### src/rtl/complex_arithmetic_unit_top_defines.svh
// ----------------------------------------------------------------------------
// complex_arithmetic_unit_top_defines
// assertion macros used by the complex alu top
// ----------------------------------------------------------------------------
`ifndef COMPLEX_ARITHMETIC_UNIT_TOP_DEFINES_SVH
`define COMPLEX_ARITHMETIC_UNIT_TOP_DEFINES_SVH
`ifndef SYNTHESIS
`define CAU_ASSERT(lbl, prop) \
    lbl: assert property (@(posedge i_clk) disable iff (!i_rst_n) prop) \
        else $error("assertion failed");
`define CAU_NEVER(lbl, expr) \
    lbl: assert property (@(posedge i_clk) disable iff (!i_rst_n) !(expr)) \
        else $error("forbidden condition");
`else
`define CAU_ASSERT(lbl, prop)
`define CAU_NEVER(lbl, expr)
`endif
`endif

### src/rtl/cau_pkg.sv
// ----------------------------------------------------------------------------
// cau_pkg
// shared types and constants of the complex alu
// ----------------------------------------------------------------------------
package cau_pkg;

    localparam int WORD_BITS_DEF  = 32;
    localparam int FRAC_BITS_DEF  = 16;
    localparam int QUEUE_DEPTH    = 4;

    typedef enum logic [2:0] {
        OP_ADD = 3'd0,
        OP_SUB = 3'd1,
        OP_MUL = 3'd2,
        OP_DIV = 3'd3,
        OP_NEG = 3'd4,
        OP_INC = 3'd5,
        OP_DEC = 3'd6,
        OP_CMP = 3'd7
    } t_op;

    typedef enum logic [1:0] {
        K_SIMPLE = 2'd0,
        K_MUL    = 2'd1,
        K_DIV    = 2'd2
    } t_kind;

    localparam logic [1:0] ST_OK   = 2'd0;
    localparam logic [1:0] ST_SAT  = 2'd1;
    localparam logic [1:0] ST_DIV0 = 2'd2;

    typedef struct packed {
        t_kind      kind;
        logic       eq;
        logic       ne;
        logic [1:0] status;
    } t_ctrl;

endpackage

### src/rtl/cau_queue.sv
// ----------------------------------------------------------------------------
// cau_queue
// short fifo between the classifying front and the arithmetic back
// ----------------------------------------------------------------------------
module cau_queue import cau_pkg::*; #(
    parameter int BITS  = 8,
    parameter int DEPTH = QUEUE_DEPTH
) (
    input  logic            i_clk,
    input  logic            i_rst_n,
    input  logic            i_push,
    input  logic [BITS-1:0] i_data,
    input  logic            i_pop,
    output logic [BITS-1:0] o_data,
    output logic            o_full,
    output logic            o_empty
);

    localparam int AW = (DEPTH > 1) ? $clog2(DEPTH) : 1;
    localparam int CW = $clog2(DEPTH + 1);

    logic [BITS-1:0] r_mem [DEPTH];
    logic [AW-1:0]   r_wp, r_rp;
    logic [CW-1:0]   r_cnt;

    function automatic logic [AW-1:0] inc_ptr(input logic [AW-1:0] p);
        return (p == AW'(DEPTH - 1)) ? '0 : p + 1'b1;
    endfunction

    always_ff @(posedge i_clk) begin
        if (!i_rst_n) begin
            r_wp  <= '0;
            r_rp  <= '0;
            r_cnt <= '0;
        end else begin
            if (i_push) begin
                r_wp <= inc_ptr(r_wp);
            end
            if (i_pop) begin
                r_rp <= inc_ptr(r_rp);
            end
            r_cnt <= r_cnt + CW'(i_push) - CW'(i_pop);
        end
    end

    always_ff @(posedge i_clk) begin
        if (i_push) begin
            r_mem[r_wp] <= i_data;
        end
    end

    assign o_data  = r_mem[r_rp];
    assign o_full  = (r_cnt == CW'(DEPTH));
    assign o_empty = (r_cnt == '0);

endmodule

### config.mk
export PLATFORM = sky130hd
export DESIGN_NAME = cau_queue
export DESIGN_NICKNAME = d
export VERILOG_FILES = /design/src/rtl/complex_arithmetic_unit_top_defines.svh /design/src/rtl/cau_pkg.sv /design/src/rtl/cau_queue.sv
export SDC_FILE = /design/constraint.sdc
export NUM_CORES = 1
export LEC_CHECK = 0
export BUFFER_PORTS_ARGS = -buffer_cell sky130_fd_sc_hd__buf_2
export CORE_MARGIN = 4
export CORE_UTILIZATION = 50
export CTS_CLUSTER_SIZE = 16
export DETAILED_ROUTE_END_ITERATION = 7
export GPL_ROUTABILITY_DRIVEN = 0
export PLACE_DENSITY = 0.82
export REMOVE_ABC_BUFFERS = 1
export SYNTH_ARGS = -nofsm -noshare
export SYNTH_HDL_FRONTEND = slang
export SYNTH_SLANG_ARGS = --single-unit
### constraint.sdc
create_clock -name i_clk -period 2.45 [get_ports i_clk]
set_input_delay 0.245 -clock i_clk [delete_from_list [all_inputs] [get_ports i_clk]]
set_output_delay 0.245 -clock i_clk [all_outputs]
set_load 0.02 [all_outputs]
==> metrics.csv <==
metric,value,unit
Synth async-reset ratio,0,%
setup violators final,0,
highest attainable clock frequency,499,MHz
Post-DRT Antenna Nets,0,
final worst path period share,81.7,%
setup tns final,0,ns
crit path time final,2.00,ns
Die Height,64.8,um
crit path DAT,1.76,ns
slowest CP cell,dfxtp_1,
H-Tree Depth,2,
DP HPWL,1.70,mm
first-iteration detailed-routing DRC count,42,
layout cells sized above 1,31.9,%
Yosys top cell area share,59.5,%
startpoint types,flip-flop,
Resize count post-CTS,0,
Synth area leader,edfxtp_1,
kind of critical path,reg -> out,
All-Layer GR Usage,13.4,%
worst-skew pair later-pin latency,0.34,ns
cts bufs inserted,5,
FILL cells,242,
Crit Reg-Reg Startpoint,r_cnt[0],
FF-to-FF setup slack,0.85,ns
DR DRC count,0,
root buffer cell,clkbuf_4,
HP Class,in -> reg,
synth-to-layout area growth,12.1,%
register area share after synthesis,70.6,%
Die X,64.8,um
LEAKAGE,0.683,nW
largest cells by area after synthesis,"edfxtp_1, dfxtp_1, mux4_2",
"Cell Chain, Critical Path",mux4_2 -> buf_2,
pwr dens,739,mW/mm2
mapped cell area,0.00162,mm2
Mapped Avg Cell Area,18.8,um2
CP max FO,8,
Starting Density,52.5,%
status,completed,
CP Capture Type,output port,
Via Count,771,
DP Cell Count,149,
YS warnings,0,
die area,0.00420,mm2
Rows,20,
nets,132,
RSZ-0062 raised after global routing,no,
initial antenna violation count,0,
Max Root-Sink Buffers,2,
cells after synthesis,86,
Critical Path RT,2.20,ns
critical hold path startpoint,i_data[6],
"flops & latches, synth",41,
pin count of the biggest net entering global routing,13,
first-pass GRT wire length,3.95,mm
Synth cell types,17,
Final Non-Filler Cells,157,
vias in the first global route,807,
CTS tree,built,
number of diodes,0,
endpoints failing hold,0,
total wire length,2.36,mm
"Hold-fix buffers, CTS",0,
max cap viols,0,
worst vdd ir,0.401,mV
Slew Limit Fails,0,
clock sink total,41,
WL per Instance,15.0,um
Fin Clk Skew,0.00880,ns
most frequent cells after synthesis,"edfxtp_1, dfxtp_1, mux4_2",
clk slew on worst S/H paths,0.11,ns
GR Overflow Total,0,
Post-synth EDFFs,32,
relative slew slack,65.0,%
postcts setup bufs,0,
IO buf count,21,
Via-to-Cell Ratio,4.91,
Final Power,1.34,mW
Least-Margin Pin Slew,0.524,ns
"Top FF cell, synth",edfxtp_1,
Worst path max stage delay,0.66,ns
TritonRoute pass-1 iters,4,
top-count cell post-synth,edfxtp_1,
core area,0.00308,mm2
number of primary I/O pins,22,
-- stage by stage --
step	hold WS, ns	setup slack, ns	cell area, um2	util (%)
2_1_floorplan	0.344	0.943	1600	-
3_3_place_gp	0.456	0.794	1760	57.2
3_5_place_dp	0.470	0.780	1760	57.2
4_1_cts	0.0969	0.395	1810	58.8
5_1_grt	0.0879	0.319	1810	58.8
6_report	0.114	0.447	1810	58.8
-- cells by family (layout without fill, tap and decap cells) --
group	count (synthesis)	in the layout	synth area share, %
AO/OA/AOI/OAI	2	2	0.620
XOR/XNOR	1	1	1.47
adder cells (fa/ha/maj)	8	8	6.66
buffers and inverters	9	36	2.63
flip-flops	41	41	70.6
multiplexers	10	10	12.4
AND/OR/NAND/NOR	15	15	5.58
-- final timing paths --
path / cells after the start / endpoint
worst max-delay path: 2 / o_data[4]
worst min-delay path: 1 / r_mem[0][6]
worst max register to register: 7 / r_cnt[2]
worst min register to register: 2 / r_wp[0]
-- registers in the layout, indices dropped and copies added, names as in the netlist, named ones only --
register and count:
r_cnt 3, r_mem 32, r_rp 2, r_wp 2
-- area by class of cell --
class	count	area [um2]	area share [%]
Clock buffer	6	41.3	2.28
Clock inverter	2	10.0	0.553
Inverter	7	26.3	1.45
Multi-Input combinational cell	36	432	23.8
Sequential cell	41	1140	63.0
Tap cell	44	55.1	3.04
Timing Repair Buffer	21	105	5.81
-- report_power, final --
part	leakage, nW	total (mW)	switching, mW	internal (mW)
clock network	0.0320	0.308	0.198	0.109
logic	0.283	0.209	0.105	0.104
registers	0.368	0.821	0.0285	0.793
-- per-layer routing --
layer	track usage [%]	up-vias	share of wire, %	routed length (um)
li1	-	374	-	-
met3	4.68	5	6.1	143
met2	21.6	18	52	1230
met5	0	-	0	0
met1	15.6	374	39	929
met4	7.12	0	2.2	52
-- cells in the final DEF (no fill, tap or decap) --
| cell | count |
|---|---|
| a21oi_1 | 2 |
| and2_1 | 6 |
| and3_1 | 1 |
| buf_2 | 21 |
| clkbuf_1 | 1 |
| clkbuf_4 | 5 |
| clkinv_2 | 2 |
| dfxtp_1 | 9 |
| edfxtp_1 | 32 |
| fa_1 | 1 |
| ha_1 | 7 |
| inv_1 | 7 |
| mux2i_1 | 2 |
| mux4_2 | 8 |
| nand2b_1 | 2 |
| nor2_1 | 3 |
| nor3_1 | 1 |
| or3b_1 | 2 |
| xor3_1 | 1 |
-- worst max-delay path: cells and delay by family, from the launching register on --
family,cells,cell delay (ns)
mux,1,0.58
buf+inv,1,0.18
flops,1,0.66
Power figures use the tool's default switching activity.
