[src/rtl/complex_arithmetic_unit_top_defines.svh]
// ----------------------------------------------------------------------------
// complex_arithmetic_unit_top_defines
// assertion macros used by the complex alu top
// ----------------------------------------------------------------------------
`ifndef COMPLEX_ARITHMETIC_UNIT_TOP_DEFINES_SVH
`define COMPLEX_ARITHMETIC_UNIT_TOP_DEFINES_SVH
`ifndef SYNTHESIS
`define CAU_ASSERT(lbl, prop) \
    lbl: assert property (@(posedge i_clk) disable iff (!i_rst_n) prop) \
        else $error("assertion failed");
`define CAU_NEVER(lbl, expr) \
    lbl: assert property (@(posedge i_clk) disable iff (!i_rst_n) !(expr)) \
        else $error("forbidden condition");
`else
`define CAU_ASSERT(lbl, prop)
`define CAU_NEVER(lbl, expr)
`endif
`endif

[src/rtl/cau_pkg.sv]
// ----------------------------------------------------------------------------
// cau_pkg
// shared types and constants of the complex alu
// ----------------------------------------------------------------------------
package cau_pkg;

    localparam int WORD_BITS_DEF  = 32;
    localparam int FRAC_BITS_DEF  = 16;
    localparam int QUEUE_DEPTH    = 4;

    typedef enum logic [2:0] {
        OP_ADD = 3'd0,
        OP_SUB = 3'd1,
        OP_MUL = 3'd2,
        OP_DIV = 3'd3,
        OP_NEG = 3'd4,
        OP_INC = 3'd5,
        OP_DEC = 3'd6,
        OP_CMP = 3'd7
    } t_op;

    typedef enum logic [1:0] {
        K_SIMPLE = 2'd0,
        K_MUL    = 2'd1,
        K_DIV    = 2'd2
    } t_kind;

    localparam logic [1:0] ST_OK   = 2'd0;
    localparam logic [1:0] ST_SAT  = 2'd1;
    localparam logic [1:0] ST_DIV0 = 2'd2;

    typedef struct packed {
        t_kind      kind;
        logic       eq;
        logic       ne;
        logic [1:0] status;
    } t_ctrl;

endpackage

[src/rtl/cau_front.sv]
// ----------------------------------------------------------------------------
// cau_front
// classifies an item and finishes the simple operations
// ----------------------------------------------------------------------------
module cau_front import cau_pkg::*; #(
    parameter int W = WORD_BITS_DEF,
    parameter int F = FRAC_BITS_DEF
) (
    input  logic [2:0]          i_op,
    input  logic signed [W-1:0] i_ar,
    input  logic signed [W-1:0] i_ai,
    input  logic signed [W-1:0] i_br,
    input  logic signed [W-1:0] i_bi,
    output t_ctrl               o_ctrl,
    output logic [W-1:0]        o_rr,
    output logic [W-1:0]        o_ri
);

    function automatic logic [W:0] clamp_s(input logic signed [W+1:0] v);
        logic signed [W+1:0] maxv;
        logic signed [W+1:0] minv;
        maxv = {3'b000, {(W-1){1'b1}}};
        minv = {3'b111, {(W-1){1'b0}}};
        if (v > maxv) begin
            return {1'b1, maxv[W-1:0]};
        end else if (v < minv) begin
            return {1'b1, minv[W-1:0]};
        end
        return {1'b0, v[W-1:0]};
    endfunction

    logic signed [W+1:0] ar_x, ai_x, br_x, bi_x, one_x, x, y;
    logic [W:0]          cx, cy;

    always_comb begin
        ar_x  = (W+2)'(i_ar);
        ai_x  = (W+2)'(i_ai);
        br_x  = (W+2)'(i_br);
        bi_x  = (W+2)'(i_bi);
        one_x = (W+2)'(1) <<< F;
        x = '0;
        y = '0;
        o_ctrl.kind = K_SIMPLE;
        case (t_op'(i_op))
            OP_ADD: begin
                x = ar_x + br_x;
                y = ai_x + bi_x;
            end
            OP_SUB: begin
                x = ar_x - br_x;
                y = ai_x - bi_x;
            end
            OP_MUL: o_ctrl.kind = K_MUL;
            OP_DIV: o_ctrl.kind = K_DIV;
            OP_NEG: begin
                x = -ar_x;
                y = -ai_x;
            end
            OP_INC: begin
                x = ar_x + one_x;
                y = ai_x + one_x;
            end
            OP_DEC: begin
                x = ar_x - one_x;
                y = ai_x - one_x;
            end
            default: ;
        endcase
        cx = clamp_s(x);
        cy = clamp_s(y);
        o_rr = cx[W-1:0];
        o_ri = cy[W-1:0];
        o_ctrl.eq = (i_ar == i_br) && (i_ai == i_bi);
        o_ctrl.ne = (i_ar != i_br) || (i_ai != i_bi);
        o_ctrl.status = (o_ctrl.kind == K_SIMPLE && (cx[W] || cy[W])) ? ST_SAT : ST_OK;
    end

endmodule

[config.mk]
export PLATFORM = sky130hd
export DESIGN_NAME = cau_front
export DESIGN_NICKNAME = d
export VERILOG_FILES = /design/src/rtl/complex_arithmetic_unit_top_defines.svh /design/src/rtl/cau_pkg.sv /design/src/rtl/cau_front.sv
export SDC_FILE = /design/constraint.sdc
export NUM_CORES = 1
export LEC_CHECK = 0
export ABC_AREA = 0
export BUFFER_PORTS_ARGS = -buffer_cell sky130_fd_sc_hd__buf_2
export CORE_ASPECT_RATIO = 0.8
export CORE_MARGIN = 4
export CORE_UTILIZATION = 65
export DETAILED_ROUTE_END_ITERATION = 6
export GPL_TIMING_DRIVEN = 0
export PLACE_DENSITY = 0.9
export REMOVE_ABC_BUFFERS = 1
export SYNTH_ARGS = -nofsm -noshare
export SYNTH_HDL_FRONTEND = slang
export SYNTH_SLANG_ARGS = --single-unit
[constraint.sdc]
create_clock -name vclk -period 5.25
set_input_delay 0.525 -clock vclk [all_inputs]
set_output_delay 0.525 -clock vclk [all_outputs]
set_load 0.1 [all_outputs]
==> metrics list, run 1 <==
* Outcome: finished, final reports clean
- The clock buffers instantiated in the layout total 0.
- Post-Synthesis Mean Instance Area: 6.40 sq um
- Area Growth Syn to Fin: 9.54%
- At the worst endpoint, the arrival time is 4.66 ns.
* Setup TNS Final: 0 ns
- In this run the cell area of the synthesized design comes to 0.0118 sq mm.
- The worst pin sits at a relative slew slack of 25.0%.
* Flop pwr share: 0%
* Worst setup path class: in -> out
- Measured along the y axis, the die boundary spans 129 um.
- The first detailed-routing pass ran for 7 iterations.
- WL/cell: 21.9 um
- Summed over all nets, the switching power comes to 1.75 mW.
- Total of hold buffers inserted after clock tree synthesis: 0
* Clock group share of total power: 0%
* Total overflow reported by the global router: 0
- Half-perimeter wire length after detailed placement: 34,800 um
- Maximum operating frequency: 193 MHz
- STA classifies the critical path startpoint as an input port.
- Cell area after layout: 0.0130 sq mm
- Footprint of the flip-flops and latches: 0 sq um
- Counting stages on the worst path, the most repeated cell is sky130_fd_sc_hd__a211oi_1.
* Post-route clock period utilization: 98.8%
- Combinational Power Share: 100.0%
* Commonest non-fill, non-tap cell in the layout: sky130_fd_sc_hd__buf_2
* Initial Util: 67.3%
- After detailed placement, the total cell area comes to 0.0127 sq mm.
- The internal portion of the total power is 0.608 mW.
- Sequential-to-total area share from yosys stat: 0%
- Die Wd: 159 um
* Die Footprint: 0.0204 sq mm
- After layout, the worst setup slack is 0.0654 ns.
* Number of synthesis warnings: 0
- I/O Buffers: 200
- In the layout the commonest cells are 185 x sky130_fd_sc_hd__buf_2, 170 x sky130_fd_sc_hd__nor2_1, 164 x sky130_fd_sc_hd__a21oi_1.
* Required @ worst endpoint: 4.72 ns
- Sw Ratio: 74.2%
- Cells along the critical path: buf_2 > clkinv_1 > nor2_4 > a211oi_1 > a21oi_1 > a211oi_1 > nand4_1 > buf_4 > a21oi_4 > buf_12 > o31ai_1 > clkbuf_4
- For this block, the via count after detailed routing is 15,800.
* Initial antenna violation count: 0
* Delay of the slowest critical-path stage: 0.84 ns
- Routed wire length: 47,300 um
* Number of hold-slack violations in the final timing report: 0
* Shortest period the worst path allows: 5.18 ns
- Max cap viols: 0
- The number of global-route vias before repair is 14,000.
- Number of slew-limit violations in the final report: 0
- The synthesized netlist contains 96 unique library cells.
* Final Power: 2.35 mW
- Share of post-route cells with drive strength above 1: 16.2%
- For this block, the initial DRC count from the detailed router was 2,351.
- Cell Count, Final, Fillers Out: 2,158
* Standard-cell row count: 43
- Number of flip-flops and latches: 0
- Slowest library cell on the worst path: sky130_fd_sc_hd__clkinv_1
- Pin count of the biggest net entering global routing: 85
- Critical Path Sink Type: output pin
- Number of remaining DRC errors: 0
* Class of the most critical hold timing path: in -> out
* Last weighted congestion value of the routability-driven placer: 1.01
- Setup Slack @ Placement: -1.08 ns
- Global routing used 42.1% of the available tracks across all layers.
* Top fanout value on the critical path: 39
- Dividing total power by cell area gives a power density of 181 mW/mm^2.
- Dividing the detail-routed via count by the number of cells gives 7.30.
- Maximum VDD drop: 263 uV
- Number of cells produced by synthesis: 1,849
* Placed cell count: 2,146
* Tightest Pin Transition: 1.12 ns
- Cell leakage power: 5.48 nW
* Number of placed I/O pins: 201
- Final setup fails: 0
* Placeable core region: 0.0176 sq mm
- Antenna fix cells: 0
- First-pass GRT wire length: 72,700 um
* Antenna violation net count after detailed routing: 0
- Net total in the final layout: 2,206
final timing paths:
check,from,to,cells past startpoint
worst max-delay path,i_op[1],o_ri[21],12
worst min-delay path,i_ai[1],o_ri[1],4
synth_stat cells, drive strengths merged (8+ instances only):
cell | count | area [sq um]
clkbuf | 95 | 357
nor3b | 8 | 70.1
o22ai | 16 | 100
a221oi | 32 | 280
or3 | 24 | 150
nor2b | 22 | 138
o311ai | 10 | 95.1
nand3 | 51 | 260
or2 | 9 | 56.3
o21ai | 180 | 1060
ha | 136 | 1700
o211ai | 23 | 178
a31oi | 25 | 171
xor2 | 17 | 149
a2111oi | 10 | 125
a211oi | 28 | 223
o31ai | 22 | 165
and2 | 11 | 68.8
nand4 | 33 | 206
or4 | 14 | 109
o221ai | 18 | 175
inv | 134 | 503
o21a | 12 | 90.1
xnor2 | 55 | 482
a22oi | 22 | 165
nor2 | 174 | 656
a21o | 34 | 255
and3 | 22 | 138
nor4 | 31 | 215
a21oi | 165 | 837
nor3 | 75 | 385
mux2i | 18 | 180
nand2 | 129 | 484
buf | 38 | 234
nand2b | 17 | 114
o21bai | 33 | 248
critical path: cells and delay by family:
family | cells | cell delay [ns]
buffers and inverters | 5 | 2.28
AOI/OAI and AO/OA | 5 | 0.80
and+or+nand+nor | 2 | 1.01
final cells by class:
class	instances	area, sq um
multi-input combinational	1581	10900
timing repair buffer	215	1280
fill	1448	4630
tap	225	282
inverter	137	517
logic make-up (layout without fill, tap and decap cells):
family                     after synthesis  after routing  synth area share, %
other                                    1              1               0.0317
buffers and inverters                  270            352                 9.33
muxes                                   20             20                 1.71
adders and majority gates              140            140                 15.1
xor gates and xnor gates                72             72                 5.33
AOI/OAI and AO/OA                      708            710                 41.4
and+or+nand+nor                        638            638                 27.1
power groups by stage:
| stage | clock, mW | sequential (mW) | combinational [mW] |
|---|---|---|---|
| after floorplan | 0 | 0 | 1.69 |
| after detailed placement | 0 | 0 | 2.22 |
| after global placement | 0 | 0 | 2.18 |
| final | 0 | 0 | 2.35 |
| after global routing | 0 | 0 | 2.46 |
| after CTS | 0 | 0 | 2.26 |
repair_timing:
item	in CTS	in global routing
endpoints found under the setup margin	63	60
gates cloned	2	0
buffers inserted	5	5
pin swaps	3	3
resized for setup	12	20
hold endpoints to repair	0	0
per-layer routing:
metal	vias to the layer above	GRT usage [%]	share of wire [%]	wire, um
met5	-	0	0	0
met4	0	11.9	3.6	1690
met3	186	9.22	15	7290
met2	1317	65.3	41	19600
met1	7145	59.1	40	18800
li1	7105	-	-	-
through the flow:
step           hold slack [ns]  util (%)
2_1_floorplan             1.39         -
3_5_place_dp              1.72      71.9
6_report                  1.72      73.7
3_3_place_gp              1.71      71.2
5_1_grt                   1.76      73.7
4_1_cts                   1.73      72.9
Power figures use the tool's default switching activity.
==> run 2: changes to the inputs <==
- PLACE_DENSITY: 0.9 -> 0.89
==> run 2 against run 1 <==
  * The flow now finishes with violations (DRC)
  * Sequential share of layout area stayed put
  * Combinational power about the same
  * Hold slack lost 0.0093 ns
  * Utilization fell by 0.36 points
  * Sequential cell count unchanged
  * Critical path depth increased by 4
  * Global-route usage is 0.48 points lower
  * Routed wire length is 1.7% lower
  * Die area stayed put
  * Clock-buffer cell count did not move
  * Largest power group unchanged
==> metrics list, run 2 (synthesis results as in run 1) <==
- Class of the most critical hold timing path: in -> out
- Maximum operating frequency: 194 MHz
* Post-route core utilization: 73.3%
- Half-perimeter wire length after detailed placement: 34,100 um
- Number of placed I/O pins: 201
- Die Height: 129 um
* Critical Path Sink Type: output pin
- Total overflow reported by the global router: 0
- Max cap viols: 0
* Slowest library cell on the worst path: sky130_fd_sc_hd__buf_2
- Via-to-Cell Ratio: 7.30
* Worst setup SP type: input port
* I/O Buffers: 200
* Number of slew-limit violations in the final report: 0
- For this configuration, the core starts out at a cell density of 67.3%.
- Die Wd: 159 um
- By instance count, the cell type seen most on the critical path is sky130_fd_sc_hd__buf_2.
- In this run, the number of DRC markers left after iteration 0 of detailed routing was 2,745.
* Number of flip-flops and latches: 0
- WL/cell: 21.6 um
- In this run the power density over the cells is 181 mW/mm^2.
- STA puts the critical path data arrival time at 4.64 ns.
- Shortest period the worst path allows: 5.16 ns
- Cell Count, Final, Fillers Out: 2,159
- 0 antenna diodes ended up in the layout.
- Number of remaining DRC errors: 19
- Routability-driven placement finished with a final weighted congestion of 1.04.
- In this run the remaining antenna-violating nets after routing total 0.
* Top fanout value on the critical path: 28
- Post-route clock period utilization: 98.3%
* Outcome: complete, but fails checks
* First-pass GRT wire length: 72,100 um
* Cells along the critical path: buf_2 > ha_1 > inv_1 > fa_1 > o21ba_1 > or4_1 > a211o_1 > o211a_4 > a211oi_4 > o211a_1 > o211ai_2 > a31oi_4 > o21ai_4 > buf_12 > o21ai_0 > buf_2
- Cell leakage power: 5.48 nW
* Initial antenna violation count: 0
- Buffers inserted to repair hold after CTS numbered 0.
* Top library cells by usage in the layout, fill and taps aside: 186 x sky130_fd_sc_hd__buf_2, 170 x sky130_fd_sc_hd__nor2_1, 164 x sky130_fd_sc_hd__a21oi_1
* Maximum VDD drop: 204 uV
- Entering global routing, the biggest net connects 85 pins.
- For this block, the via count after detailed routing is 15,800.
* Tightest Pin Transition: 1.09 ns
- In the global route stage, overall resource usage came out at 41.6%.
* Delay of the slowest critical-path stage: 0.45 ns
* Die Footprint: 0.0204 sq mm
- The checks that failed: DRC.
* Routed wire length: 46,500 um
* Placeable core region: 0.0176 sq mm
- Remaining max-slew budget at the tightest pin: 27.2%
- Clock buffers in the final layout number 0.
* Filler Cell Count: 1,509
- In this run, placement finished with an instance count of 2,146.
- Net total in the final layout: 2,207
* Via count of the first global-routing pass: 13,900
- Relative to the synthesized area, the layout overhead comes to 9.01%.
- The multi-input combinational cells in the finished layout cover a total of 0.0109 sq mm.
- Required @ worst endpoint: 4.72 ns
* Worst setup path class: in -> out
* Share of post-route cells with drive strength above 1: 16.3%
- Across the whole layout, storage elements account for 0 sq um.
- Leaving out fill and tap cells, the most frequent cell in the layout is sky130_fd_sc_hd__buf_2.
- Setup violations remaining at the end of the flow were counted as 0.
* Standard-cell row count: 43
- Setup TNS Final: 0 ns
- The hold violation total from the final report is 0.
- The first detailed-routing pass took 7 iterations.
[run 2: changes by cell type in the layout (fill, tap and decap cells not counted), moves of 2 or more]
cell / change
sky130_fd_sc_hd__buf_4: +4
sky130_fd_sc_hd__a2111oi_2: +3
sky130_fd_sc_hd__a2111oi_4: -3
sky130_fd_sc_hd__buf_12: -2
[run 2: timing repair]
action,in CTS,in global routing
resized for setup,13,15
pin swaps,4,3
setup endpoints to repair,65,49
setup buffers,6,5
cloned,2,0
[run 2: final timing paths]
check | from | to | slack [ns] | cells past startpoint
setup / recovery | i_ai[0] | o_ri[6] | 0.09 | 16
hold / removal | i_ar[0] | o_rr[0] | 1.72 | 4
[run 2: per-layer routing]
metal	up-vias	track usage, %	routed length, um
met5	-	0	0
met4	0	13.9	2110
met3	253	10.9	7470
met2	1357	63.5	18900
met1	7021	57.3	18000
li1	7120	-	-
[run 2: layout make-up]
type,instances,share of cell area (%)
Tap cell,225,2.18
Timing Repair Buffer,216,9.73
Inverter,137,4.00
Multi-Input combinational cell,1581,84.1
[run 2: report_power, final]
group          internal (mW)  leakage, nW  switching (mW)
clock                      0            0               0
sequential                 0            0               0
combinational          0.602         5.48            1.73
[run 2: metrics by stage]
stage	cell area [sq um]	hold slack (ns)	power, mW	worst slack, ns
6_report	12900	1.72	2.34	0.0888
5_1_grt	12900	1.76	2.44	-0.000850
4_1_cts	12800	1.72	2.25	0.0225
3_5_place_dp	12700	1.72	2.21	-1.41
3_3_place_gp	12500	1.71	2.16	-1.59
2_1_floorplan	11200	1.39	1.69	-0.812
[run 2: critical path: cells and delay by family]
kind	cells	cell delay (ns)
adder cells (fa/ha/maj)	2	0.60
AND/OR/NAND/NOR	1	0.43
AO/OA/AOI/OAI	9	2.19
buffers and inverters	4	0.87
